===== src/hdl/bse_pkg.sv =====
`default_nettype none
// ----------------------------------------------------------------------------
// bse_pkg
// Types, opcodes and sizes shared by the bytecode stack executor.
// ----------------------------------------------------------------------------
package bse_pkg;

  localparam int STACK_DEPTH = 64;
  localparam int CNT_W       = $clog2(STACK_DEPTH + 1);
  localparam int DATA_W      = 32;
  localparam int BYTE_W      = 8;
  localparam int DEPTH_W     = 7;
  localparam int LEFT_W      = 3;
  localparam int IMM_BYTES   = DATA_W / BYTE_W;

  // opcodes
  localparam logic [7:0] OP_BOOT  = 8'h01;
  localparam logic [7:0] OP_PUSH  = 8'h02;
  localparam logic [7:0] OP_ADD   = 8'h03;
  localparam logic [7:0] OP_SUB   = 8'h0E;
  localparam logic [7:0] OP_PEEK  = 8'h06;
  localparam logic [7:0] OP_CLEAR = 8'h08;
  localparam logic [7:0] OP_DEPTH = 8'h09;
  localparam logic [7:0] OP_ECO   = 8'h14;
  localparam logic [7:0] OP_IF    = 8'h20;
  localparam logic [7:0] OP_SET   = 8'h23;
  localparam logic [7:0] OP_GET   = 8'h24;
  localparam logic [7:0] OP_PEN   = 8'h30;
  localparam logic [7:0] OP_MOVE  = 8'h32;
  localparam logic [7:0] OP_HALT  = 8'hFF;

  typedef enum logic [3:0] {
    EV_BOOT     = 4'd0,
    EV_PRINT    = 4'd1,
    EV_MOVE     = 4'd2,
    EV_STATS    = 4'd3,
    EV_PURGE    = 4'd4,
    EV_ECO      = 4'd5,
    EV_IF       = 4'd6,
    EV_SET      = 4'd7,
    EV_GET      = 4'd8,
    EV_PEN      = 4'd9,
    EV_HALT     = 4'd10,
    EV_UNKNOWN  = 4'd11,
    EV_OVERFLOW = 4'd12
  } event_t;

  // what a stack cell loads on a clock edge
  typedef enum logic [1:0] {
    CELL_HOLD = 2'd0,
    CELL_DOWN = 2'd1,
    CELL_UP   = 2'd2
  } cell_op_t;

  typedef struct packed {
    event_t                    event_res;
    logic signed [DATA_W-1:0]  value;
    logic [DEPTH_W-1:0]        depth;
    logic [BYTE_W-1:0]         opcode;
  } res_t;

endpackage
`default_nettype wire


===== src/hdl/bse_in_if.sv =====
`default_nettype none
// ----------------------------------------------------------------------------
// bse_in_if
// Program byte channel: valid/ready with code byte and program start flag.
// ----------------------------------------------------------------------------
interface bse_in_if;
  import bse_pkg::*;

  logic              valid;
  logic              ready;
  logic [BYTE_W-1:0] code_byte;
  logic              program_start;

  modport source (output valid, output code_byte, output program_start, input ready);
  modport sink   (input valid, input code_byte, input program_start, output ready);
endinterface
`default_nettype wire


===== src/hdl/bse_out_if.sv =====
`default_nettype none
// ----------------------------------------------------------------------------
// bse_out_if
// Event channel: valid/ready with event code, value, depth and opcode.
// ----------------------------------------------------------------------------
interface bse_out_if;
  import bse_pkg::*;

  logic                     valid;
  logic                     ready;
  logic [3:0]               event_res;
  logic signed [DATA_W-1:0] value;
  logic [DEPTH_W-1:0]       depth;
  logic [BYTE_W-1:0]        opcode;

  modport source (output valid, output event_res, output value, output depth,
                  output opcode, input ready);
  modport sink   (input valid, input event_res, input value, input depth,
                  input opcode, output ready);
endinterface
`default_nettype wire


===== src/hdl/bse_cell.sv =====
`default_nettype none
// ----------------------------------------------------------------------------
// bse_cell
// One stack entry: holds, takes the entry above or takes the entry below.
// ----------------------------------------------------------------------------
module bse_cell (
  input  wire                           clk,
  input  bse_pkg::cell_op_t             op,
  input  wire [bse_pkg::DATA_W-1:0]     upper,
  input  wire [bse_pkg::DATA_W-1:0]     lower,
  output logic [bse_pkg::DATA_W-1:0]    entry
);
  import bse_pkg::*;

  logic [DATA_W-1:0] entry_next;

  always_comb begin
    case (op)
      CELL_DOWN: entry_next = upper;
      CELL_UP:   entry_next = lower;
      default:   entry_next = entry;
    endcase
  end

  always_ff @(posedge clk) begin
    entry <= entry_next;
  end

endmodule
`default_nettype wire


===== src/hdl/bse_out_skid.sv =====
`default_nettype none
// ----------------------------------------------------------------------------
// bse_out_skid
// Two-entry output buffer: main register plus skid register.
// ----------------------------------------------------------------------------
module bse_out_skid (
  input  wire                 clk,
  input  wire                 rst,
  input  wire                 push,
  input  bse_pkg::res_t       res,
  output logic                space,
  bse_out_if.source           report
);
  import bse_pkg::*;

  logic main_valid;
  logic skid_valid;
  res_t main;
  res_t skid;
  logic take;

  assign take  = main_valid & report.ready;
  assign space = ~skid_valid;

  always_ff @(posedge clk) begin
    if (rst) begin
      main_valid <= 1'b0;
      skid_valid <= 1'b0;
    end else begin
      if (take) begin
        if (skid_valid) begin
          main_valid <= 1'b1;
          skid_valid <= 1'b0;
        end else begin
          main_valid <= push;
        end
      end else if (push) begin
        if (!main_valid) begin
          main_valid <= 1'b1;
        end else begin
          skid_valid <= 1'b1;
        end
      end
    end
  end

  // payload
  always_ff @(posedge clk) begin
    if (take) begin
      if (skid_valid) begin
        main <= skid;
      end else if (push) begin
        main <= res;
      end
    end else if (push) begin
      if (!main_valid) begin
        main <= res;
      end else begin
        skid <= res;
      end
    end
  end

  assign report.valid     = main_valid;
  assign report.event_res = main.event_res;
  assign report.value     = main.value;
  assign report.depth     = main.depth;
  assign report.opcode    = main.opcode;

`ifndef SYNTHESIS
  a_skid_implies_main: assert property (@(posedge clk) disable iff (rst)
    skid_valid |-> main_valid)
    else $error("skid entry held without a main entry");

  a_no_push_when_full: assert property (@(posedge clk) disable iff (rst)
    skid_valid |-> !push)
    else $error("result pushed into a full output buffer");

  a_hold_while_stalled: assert property (@(posedge clk) disable iff (rst)
    (main_valid && !report.ready) |=> (main_valid && $stable(main)))
    else $error("stalled event changed before it was taken");
`endif

endmodule
`default_nettype wire


===== src/hdl/bytecode_stack_executor.sv =====
`default_nettype none
// ----------------------------------------------------------------------------
// bytecode_stack_executor
// Byte-coded stack machine with the stack held in a chain of shift cells.
// ----------------------------------------------------------------------------
// usage
//   prog   : one program byte per request (code_byte, program_start),
//            valid/ready; program_start clears halt and a pending immediate
//            before the byte is taken, the stack is kept
//   report : at most one event per byte (event_res, value, depth, opcode)
//   throughput: one byte per cycle while prog.ready is high; every byte
//            acts in the cycle it is accepted, the stack cells shift up or
//            down in that same edge
//   stall: report is buffered by a main register and a skid register;
//            prog.ready drops only while both hold events, so a stalled
//            receiver lets at most one more event in before back-pressure
//   reset: synchronous rst empties the stack count, clears halt and any
//            pending immediate and drops buffered events; stack cells
//            themselves are not cleared, entries above the count are unused
// ----------------------------------------------------------------------------
module bytecode_stack_executor (
  input  wire        clk,
  input  wire        rst,
  bse_in_if.sink     prog,
  bse_out_if.source  report
);
  import bse_pkg::*;

  // control state
  logic [CNT_W-1:0]  count;
  logic [CNT_W-1:0]  count_next;
  logic [LEFT_W-1:0] left;
  logic [LEFT_W-1:0] left_next;
  logic              halted;
  logic              halted_next;

  // immediate gathering, shifted in little-endian order
  logic [DATA_W-1:0] acc;
  logic [DATA_W-1:0] acc_next;

  // stack chain, cell 0 is top of stack
  logic [DATA_W-1:0] stack_value [STACK_DEPTH];
  cell_op_t          cell_op     [STACK_DEPTH];
  logic [DATA_W-1:0] top_load;

  logic              accept;
  logic              space;
  logic              halted_eff;
  logic [LEFT_W-1:0] left_eff;
  logic              do_push;
  logic              do_pop;
  logic              do_merge;
  logic              res_valid;
  res_t              res;
  logic [BYTE_W-1:0] b;

  assign b          = prog.code_byte;
  assign prog.ready = space;
  assign accept     = prog.valid & space;

  // byte decode and next-state
  always_comb begin
    halted_eff  = halted & ~prog.program_start;
    left_eff    = prog.program_start ? '0 : left;
    halted_next = halted_eff;
    left_next   = left_eff;
    acc_next    = acc;
    count_next  = count;
    do_push     = 1'b0;
    do_pop      = 1'b0;
    do_merge    = 1'b0;
    top_load    = acc;
    res_valid   = 1'b0;
    res.event_res = EV_BOOT;
    res.value     = '0;
    res.opcode    = b;

    if (!halted_eff) begin
      if (left_eff != '0) begin
        // immediate byte, never decoded as an opcode
        acc_next  = {b, acc[DATA_W-1:BYTE_W]};
        left_next = left_eff - LEFT_W'(1);
        if (left_eff == LEFT_W'(1)) begin
          if (count == CNT_W'(STACK_DEPTH)) begin
            res_valid     = 1'b1;
            res.event_res = EV_OVERFLOW;
            res.opcode    = OP_PUSH;
          end else begin
            do_push    = 1'b1;
            top_load   = acc_next;
            count_next = count + CNT_W'(1);
          end
        end
      end else begin
        case (b)
          OP_BOOT: begin
            res_valid = 1'b1;
            res.event_res = EV_BOOT;
          end
          OP_PUSH: begin
            acc_next  = '0;
            left_next = LEFT_W'(IMM_BYTES);
          end
          OP_ADD, OP_SUB: begin
            if (count >= CNT_W'(2)) begin
              do_merge   = 1'b1;
              top_load   = (b == OP_ADD) ? stack_value[1] + stack_value[0]
                                         : stack_value[1] - stack_value[0];
              count_next = count - CNT_W'(1);
            end
          end
          OP_PEEK: begin
            if (count != '0) begin
              res_valid     = 1'b1;
              res.event_res = EV_PRINT;
              res.value     = stack_value[0];
            end
          end
          OP_MOVE: begin
            if (count != '0) begin
              res_valid     = 1'b1;
              res.event_res = EV_MOVE;
              res.value     = stack_value[0];
              do_pop        = 1'b1;
              count_next    = count - CNT_W'(1);
            end
          end
          OP_DEPTH: begin
            res_valid = 1'b1;
            res.event_res = EV_STATS;
          end
          OP_CLEAR: begin
            res_valid     = 1'b1;
            res.event_res = EV_PURGE;
            count_next    = '0;
          end
          OP_ECO: begin
            res_valid = 1'b1;
            res.event_res = EV_ECO;
          end
          OP_IF: begin
            res_valid = 1'b1;
            res.event_res = EV_IF;
          end
          OP_SET: begin
            res_valid = 1'b1;
            res.event_res = EV_SET;
          end
          OP_GET: begin
            res_valid = 1'b1;
            res.event_res = EV_GET;
          end
          OP_PEN: begin
            res_valid = 1'b1;
            res.event_res = EV_PEN;
          end
          OP_HALT: begin
            res_valid     = 1'b1;
            res.event_res = EV_HALT;
            halted_next   = 1'b1;
          end
          default: begin
            // unknown opcode stops the machine
            res_valid     = 1'b1;
            res.event_res = EV_UNKNOWN;
            halted_next   = 1'b1;
          end
        endcase
      end
    end

    // depth field is the count after this byte, kept to 7 bits
    res.depth = DEPTH_W'(count_next);
  end

  always_ff @(posedge clk) begin
    if (rst) begin
      count  <= '0;
      left   <= '0;
      halted <= 1'b0;
    end else if (accept) begin
      count  <= count_next;
      left   <= left_next;
      halted <= halted_next;
    end
  end

  always_ff @(posedge clk) begin
    if (accept) begin
      acc <= acc_next;
    end
  end

  // chain of cells: push shifts down, pop shifts up, add/sub loads the
  // result into the top cell and shifts the rest up by one
  for (genvar i = 0; i < STACK_DEPTH; i++) begin : g_cell
    logic [DATA_W-1:0] upper;
    logic [DATA_W-1:0] lower;

    if (i == 0) begin : g_top
      assign upper = top_load;
    end else begin : g_mid
      assign upper = stack_value[i-1];
    end

    if (i == STACK_DEPTH - 1) begin : g_last
      assign lower = stack_value[i];
    end else begin : g_below
      assign lower = stack_value[i+1];
    end

    always_comb begin
      if (!accept) begin
        cell_op[i] = CELL_HOLD;
      end else if (do_push) begin
        cell_op[i] = CELL_DOWN;
      end else if (do_pop) begin
        cell_op[i] = CELL_UP;
      end else if (do_merge) begin
        cell_op[i] = (i == 0) ? CELL_DOWN : CELL_UP;
      end else begin
        cell_op[i] = CELL_HOLD;
      end
    end

    bse_cell u_cell (
      .clk   (clk),
      .op    (cell_op[i]),
      .upper (upper),
      .lower (lower),
      .entry (stack_value[i])
    );
  end

  // event buffer toward report
  bse_out_skid u_out (
    .clk    (clk),
    .rst    (rst),
    .push   (accept & res_valid),
    .res    (res),
    .space  (space),
    .report (report)
  );

`ifndef SYNTHESIS
  a_count_bound: assert property (@(posedge clk) disable iff (rst)
    count <= CNT_W'(STACK_DEPTH))
    else $error("stack count beyond stack depth");

  a_halted_keeps_stack: assert property (@(posedge clk) disable iff (rst)
    (accept && halted && !prog.program_start) |=> $stable(count) && halted)
    else $error("halted machine changed its state");

  a_immediate_no_halt: assert property (@(posedge clk) disable iff (rst)
    (accept && !halted && !prog.program_start && left != '0) |=> !halted)
    else $error("immediate byte decoded as an opcode");
`endif

endmodule
`default_nettype wire


===== src/flat_wrapper.sv =====
// flat-port wrapper written by rule: the top's interface ports become plain ports
module bytecode_stack_executor_flat import bse_pkg::*;
  (clk, rst, prog_valid, prog_code_byte, prog_program_start, prog_ready, report_valid, report_event_res, report_value, report_depth, report_opcode, report_ready);
  bse_in_if prog_i ();
  bse_out_if report_i ();
  input  wire clk;
  input  wire rst;
  input wire logic [$bits(prog_i.valid)-1:0] prog_valid;
  input wire logic [$bits(prog_i.code_byte)-1:0] prog_code_byte;
  input wire logic [$bits(prog_i.program_start)-1:0] prog_program_start;
  output wire logic [$bits(prog_i.ready)-1:0] prog_ready;
  output wire logic [$bits(report_i.valid)-1:0] report_valid;
  output wire logic [$bits(report_i.event_res)-1:0] report_event_res;
  output wire logic [$bits(report_i.value)-1:0] report_value;
  output wire logic [$bits(report_i.depth)-1:0] report_depth;
  output wire logic [$bits(report_i.opcode)-1:0] report_opcode;
  input wire logic [$bits(report_i.ready)-1:0] report_ready;
  assign prog_i.valid = prog_valid;
  assign prog_i.code_byte = prog_code_byte;
  assign prog_i.program_start = prog_program_start;
  assign prog_ready = prog_i.ready;
  assign report_valid = report_i.valid;
  assign report_event_res = report_i.event_res;
  assign report_value = report_i.value;
  assign report_depth = report_i.depth;
  assign report_opcode = report_i.opcode;
  assign report_i.ready = report_ready;
  bytecode_stack_executor u_core (.clk(clk), .rst(rst), .prog(prog_i), .report(report_i));
endmodule

===== config.mk =====
export PLATFORM = sky130hd
export DESIGN_NAME = bytecode_stack_executor_flat
export DESIGN_NICKNAME = d
export VERILOG_FILES = /design/src/hdl/bse_pkg.sv /design/src/hdl/bse_in_if.sv /design/src/hdl/bse_out_if.sv /design/src/hdl/bse_cell.sv /design/src/hdl/bse_out_skid.sv /design/src/hdl/bytecode_stack_executor.sv /design/src/flat_wrapper.sv
export SDC_FILE = /design/constraint.sdc
export NUM_CORES = 2
export LEC_CHECK = 0
export BUFFER_PORTS_ARGS = -buffer_cell sky130_fd_sc_hd__buf_2
export CORE_AREA = 10 10 480 600
export DETAILED_ROUTE_END_ITERATION = 8
export DIE_AREA = 0 0 490 610
export HOLD_SLACK_MARGIN = 0.06
export PLACE_DENSITY = 0.49
export SLEW_MARGIN = 25
export SYNTH_ARGS = -nofsm -noshare
export SYNTH_HDL_FRONTEND = slang
export SYNTH_SLANG_ARGS = --single-unit

===== constraint.sdc =====
create_clock -name clk -period 338.2 [get_ports clk]
set_input_delay 50.73 -clock clk [delete_from_list [all_inputs] [get_ports clk]]
set_output_delay 50.73 -clock clk [all_outputs]
set_load 0.005 [all_outputs]

# Yosys cells after proc, flatten, opt, wreduce, memory -nomap -nowiden
# Index checks and enable logic that the tools add are counted.
[word_totals]
ff_bits = 2195
latchBits = 0
ramBits = 0
mem_bits_ro = 0
inputBits = 13
output_inout_bits = 53
elab_cells = 262
mem_count = 0
[classes]
add_sub_neg = 5
mul = 0
div_mod_pow = 0
magnitude_cmp = 1
n_eq_ne = 21
n_shift = 0
muxes = 132
n_bitwise = 8
n_reduce_logical = 17
[ops]
columns = ["op", "count"]
rows = [
  ["$pmux W32 S2", 64],
  ["$mux W32", 10],
  ["$mux W51", 5],
  ["$pmux W4 S11", 1],
  ["$mux W7", 6],
  ["$eq A8 B6 Y1 const B", 5],
  ["$mux W36", 1],
  ["$mux W34", 1],
  ["$mux W33", 1],
  ["$add A32 B32 Y32", 1],
  ["$mux W8", 4],
  ["$sub A32 B32 Y32", 1],
  ["$eq A8 B4 Y1 const B", 3],
  ["$mux W1", 23],
  ["$pmux W7 S3", 1],
  ["$eq A8 B2 Y1 const B", 2],
  ["$mux W2", 7],
  ["$reduce_or A13 Y1", 1],
  ["$mux W3", 4],
  ["$mux W4", 3],
  ["$reduce_bool A2 Y1", 5],
  ["$reduce_and A3 Y1", 3],
  ["$eq A8 B1 Y1 const B", 1],
  ["$eq A8 B3 Y1 const B", 1],
  ["20 further kinds", 30],
]

# Logic depth before layout (Yosys ltp)
[depth]
depth_word = 11
mapped_depth = 18
depth_no_buf = 17

# Modules after synthesis
# Synthesis repeated with hierarchy kept, for this count alone.
[hier_totals]
cells_unflattened = 5489
hier_area_um2 = 107149.0
[modules_own_cells]
columns = ["module", "n_inst", "cells_per_inst", "area_per_inst_um2", "seq_area_each_um2"]
rows = [
  ["bse_cell", 64, 71, 1525.2, 960.9],
  ["bytecode_stack_executor", 1, 774, 5705.5, 1181.1],
  ["bse_out_skid", 1, 171, 3829.9, 3103.0],
]

# Worst setup path after synthesis
# No wires, ideal clock.
[synth_timing]
path_type = "in2reg"
startpoint = "input prog_program_start"
endpoint = "register u_core.g_cell[10].u_cell.entry[0] (netlist name), enable pin"
setup_time_ns = 7.105
t_arrival_ns = 189.814
t_required_ns = 331.095
slack_ns = 141.281
cell_stages = 9
path_buffers = 2
cell_sequence = "nand2b_1 inv_1 ha_1 and2_0 clkbuf_1 and3_1 clkbuf_1 nand2_1 o21ai_0"
[synth_between]
elab_chain_cells = 10
elab_cells_between_ends = 19
cone_classes = "eq/ne: 3; mux: 12; bitwise: 2; reduce/logical: 2"
[synth_rtl]
columns = ["item", "line_no", "text"]
rows = [
  ["start, declared", "flat_wrapper.sv:10", "input wire logic [$bits(prog_i.program_start)-1:0] prog_program_start;"],
  ["$mux W3", "bytecode_stack_executor.sv:64", "left_eff = prog.program_start ? '0 : left;"],
  ["$reduce_bool A3 Y1", "bytecode_stack_executor.sv:79", "if (left_eff != '0) begin"],
  ["$mux W1", "bytecode_stack_executor.sv:79", ""],
  ["$mux W1", "bytecode_stack_executor.sv:78", "if (!halted_eff) begin"],
  ["$mux W2", "bytecode_stack_executor.sv:219", "end else if (do_merge) begin"],
  ["$mux W2", "bytecode_stack_executor.sv:217", "end else if (do_pop) begin"],
  ["$mux W2 (*)", "bytecode_stack_executor.sv:215", "end else if (do_push) begin"],
  ["$mux W2 (*)", "bytecode_stack_executor.sv:213", "if (!accept) begin"],
  ["$eq A2 B2 Y1 or $eq A2 B1 Y1 (tied branches)", "bse_cell.sv:18", "case (op)"],
  ["$reduce_bool A2 Y1 (no line) (*)", "--", ""],
  ["end signal, assigned", "bse_cell.sv:26", "entry <= entry_next;"],
  ["end, declared", "bse_cell.sv:11", "output logic [bse_pkg::DATA_W-1:0] entry"],
]
# Every way passes the cells marked *; elsewhere a longest branch is shown, timed or not.
# A chain may end at the register's enable or synchronous reset.

# Worst setup path after layout
[layout_timing]
startpoint = "input prog_program_start"
endpoint = "register u_core.g_cell[61].u_cell.entry[26] (netlist name), enable pin"
[layout_between]
elab_chain_cells = 10
elab_cells_between_ends = 19
cone_classes = "eq/ne: 3; mux: 12; bitwise: 2; reduce/logical: 2"
[layout_rtl]
columns = ["item", "line_no"]
rows = [
  ["$mux W3", "bytecode_stack_executor.sv:64"],
  ["$reduce_bool A3 Y1", "bytecode_stack_executor.sv:79"],
  ["$mux W1", "bytecode_stack_executor.sv:79"],
  ["$mux W1", "bytecode_stack_executor.sv:78"],
  ["$mux W2", "bytecode_stack_executor.sv:219"],
  ["$mux W2", "bytecode_stack_executor.sv:217"],
  ["$mux W2 (*)", "bytecode_stack_executor.sv:215"],
  ["$mux W2 (*)", "bytecode_stack_executor.sv:213"],
  ["$eq A2 B2 Y1 or $eq A2 B1 Y1 (tied branches)", "bse_cell.sv:18"],
  ["$reduce_bool A2 Y1 (no line) (*)", "--"],
  ["end signal, assigned", "bse_cell.sv:26"],
  ["end, declared", "bse_cell.sv:11"],
]
# Marked as above.

==> results.json <==
{
  "avgSynthCellArea_um2": 10.2,
  "grt_overflow": 0,
  "max_slew_margin": 0.304,
  "slew_violations": 0,
  "cts_tree": "done",
  "drtAntennaViolNets": 0,
  "synth_adder_area_share": 0.00593,
  "synth_top_flop_cell": "edfxtp_1",
  "hold_viol_final": 0,
  "syn_nets": 9523,
  "rsz0062_at_grt": "false",
  "cp_max_fo": 170,
  "drv_cap": 0,
  "grt_use_total": 0.131,
  "core_um2": 276000,
  "port_buffers": 65,
  "synth_top_family_by_area": "simple AND/OR/NAND/NOR gates",
  "via_per_inst": 4.74,
  "postCtsResizedCells": 0,
  "end_kind": "flip-flop",
  "ios": 66,
  "critPathMostFrequentCell": "buf_4",
  "status": "finished clean",
  "synthMuxAreaShare": 0.00672,
  "reg2reg_depth": 12,
  "synth.cell_area_um2": 96200,
  "synth_edf_count": 2182,
  "synth_seq_area_share": 0.684,
  "power.density_nw_per_um2": 5.11,
  "wl_um": 205000,
  "numCtsBuffers": 237,
  "die_width_um": 490,
  "cp_num_buf_inv": 7,
  "drc_errors": 0,
  "die_h_um": 610,
  "finClkSkew_ps": 59.3,
  "path_class": "input port to flip-flop",
  "cpLargestDelayFamily": "buffers and inverters",
  "initial_core_util": 0.349,
  "async_flop_share": 0,
  "setup_tns_ps": 0,
  "min_period_ps": 57600,
  "yosys_warnings": 0,
  "fin_nets": 9403,
  "dp_hpwl_um": 121000,
  "synth_compound_area_frac": 0.0186,
  "synth-xor-area-share": 0.00545,
  "fmax_mhz": 17.4,
  "dieArea_um2": 299000,
  "cts_hold_buf": 0,
  "grt_max_degree": 240,
  "clock_path_buffers": 4,
  "synth-simple-area-share": 0.252,
  "wl_per_cell_um": 15.5,
  "antenna_found_initial": 4,
  "tightest_slew_ps": 1040,
  "cp.arrival_ps": 58080,
  "holdPathStages": 0,
  "vias": 62800,
  "min_period_over_period": 0.170,
  "drive_above_1_share": 0.0552,
  "slowest_delay_ps": 900,
  "netlist_instances": 9465,
  "required_ps": 338690,
  "cellLeakagePower_uw": 0.0427,
  "gp_congestion": 0.784,
  "synth_seq_cells": 2195,
  "hold_path.class": "flip-flop to flip-flop",
  "syn_to_final_growth_pct": 10.9,
  "grt_pass1_vias": 63100,
  "ir_drop_mv": 0.00447,
  "clkSlewWorstSetupHoldPaths_ps": 60,
  "startpoint_type": "input port",
  "drtPass1Iterations": 8,
  "final_common_cell": "nand2_1",
  "clockRootBuffer": "clkbuf_16",
  "clock-sinks": 2195,
  "n_fill_cell": 27600,
  "grt_pass1_wl_um": 336000,
  "clock_latency_ps": 890,
  "path_cells": "buf_2 -> nand2b_1 -> ha_1 -> nand2_1 -> buf_4 -> and3_1 -> nand2_1 -> o21ai_4 -> buf_12 -> buf_4 -> buf_12 -> buf_4 -> buf_4",
  "layout_common_cells": "nand2_1, edfxtp_1, clkbuf_16",
  "post_cts_buffers": 0,
  "num_rows": 216,
  "final_core_util": 0.387,
  "path_depth": 13,
  "drtIter0Drc": 5079,
  "h-tree-depth": 4,
  "setup_viol": 0,
  "synth.distinct_cells": 80,
  "cp_slowest_cell": "buf_4"
}
sequential cells by signal, indices dropped and copies added (netlist names):
signal,count
u_core.g_cell.u_cell.entry,2048
u_core.u_out.skid,51
u_core.acc,32
u_core.u_out.report.value,32
u_core.u_out.report.opcode,8
u_core.count,7
u_core.u_out.report.depth,7
u_core.u_out.report.event_res,4
u_core.left,3
u_core.halted,1
u_core.u_out.report.valid,1
u_core.u_out.skid_valid,1
through the flow:
step,cells,setup WS (ps),area [um2],total power [uW],hold slack [ps]
finish,13200,280600,107000,546,447
global route,13200,280010,107000,565,466
CTS,13200,280540,107000,555,448
detailed placement,12800,279590,99400,306,433
global placement,12800,279820,99300,306,431
floorplan,9465,141280,96200,307,426
final cells by class:
type,count,area [um2],area share
well taps,3706,4640,0.0435
flip-flops and latches,2195,65800,0.617
repair buffers,139,1160,0.0109
inverters,21,78.8,0.000739
clock inverters,133,988,0.00926
multi-input cells,6751,27900,0.261
clock buffers,293,6180,0.0579
diodes,2,5.00,0.0000469
Yosys cell counts (8+ instances only):
master	number	area, um2
a22oi_1	18	135
nor3b_1	9	67.6
a21o_1	18	135
xnor2_1	30	263
a31oi_1	15	93.8
nand2_1	6029	22600
nand4_1	9	56.3
nor4_1	12	75.1
and3_1	9	56.3
a21oi_1	73	365
buf_4	53	398
ha_1	44	551
nor2b_1	8	50.1
buf_2	373	1870
o31ai_1	11	82.6
a221oi_1	9	78.8
clkbuf_1	64	240
xor2_1	28	245
nor3_1	18	90.1
nand3_1	22	110
and2_1	70	438
o21ai_0	72	360
edfxtp_1	2182	65500
nand2b_1	11	68.8
nor2_1	81	304
mux2_2	53	597
inv_1	21	78.8
dfxtp_1	13	260
final timing paths:
| kind | start | endpoint | slack (ps) |
|---|---|---|---|
| worst max-delay path | prog_program_start | u_core.g_cell[61].u_cell.entry[26] | 280600 |
| worst min-delay path | u_core.g_cell[62].u_cell.entry[29] | u_core.g_cell[63].u_cell.entry[29] | 450 |
| worst max register to register | u_core.left[0] | u_core.g_cell[61].u_cell.entry[26] | 330310 |
| worst min register to register | u_core.g_cell[62].u_cell.entry[29] | u_core.g_cell[63].u_cell.entry[29] | 450 |
metal layers:
layer	up-vias	wire length, um	GRT usage
met3	304	6960	0.0192
met2	778	96700	0.217
li1	30800	-	-
met1	30900	97400	0.181
met5	-	13	0
met4	2	4300	0.0302
kinds of logic (layout without fill, tap and decap cells):
| kind of cell | Yosys count | in the layout |
|---|---|---|
| buffers and inverters | 519 | 586 |
| muxes | 58 | 58 |
| other | 0 | 2 |
| AOI/OAI and AO/OA | 280 | 280 |
| xor gates and xnor gates | 59 | 59 |
| adders and majority gates | 45 | 45 |
| and+or+nand+nor | 6309 | 6309 |
| DFF | 2195 | 2195 |
power by group:
part,switching [uW],total (uW),internal [uW]
Sequential,0.405,296,296
Clock,107,245,139
Combinational,2.74,4.01,1.25
Total,110,546,436
worst reg2reg max path: cells and delay by family, from the launching register on:
| family | cells | cell delay, ps |
|---|---|---|
| flip-flops | 1 | 380 |
| AND/OR/NAND/NOR | 4 | 1380 |
| AO/OA/AOI/OAI | 1 | 790 |
| buffers and inverters | 6 | 4620 |
| adder cells (fa/ha/maj) | 1 | 250 |
No activity file was read; power rests on OpenSTA's default activity.
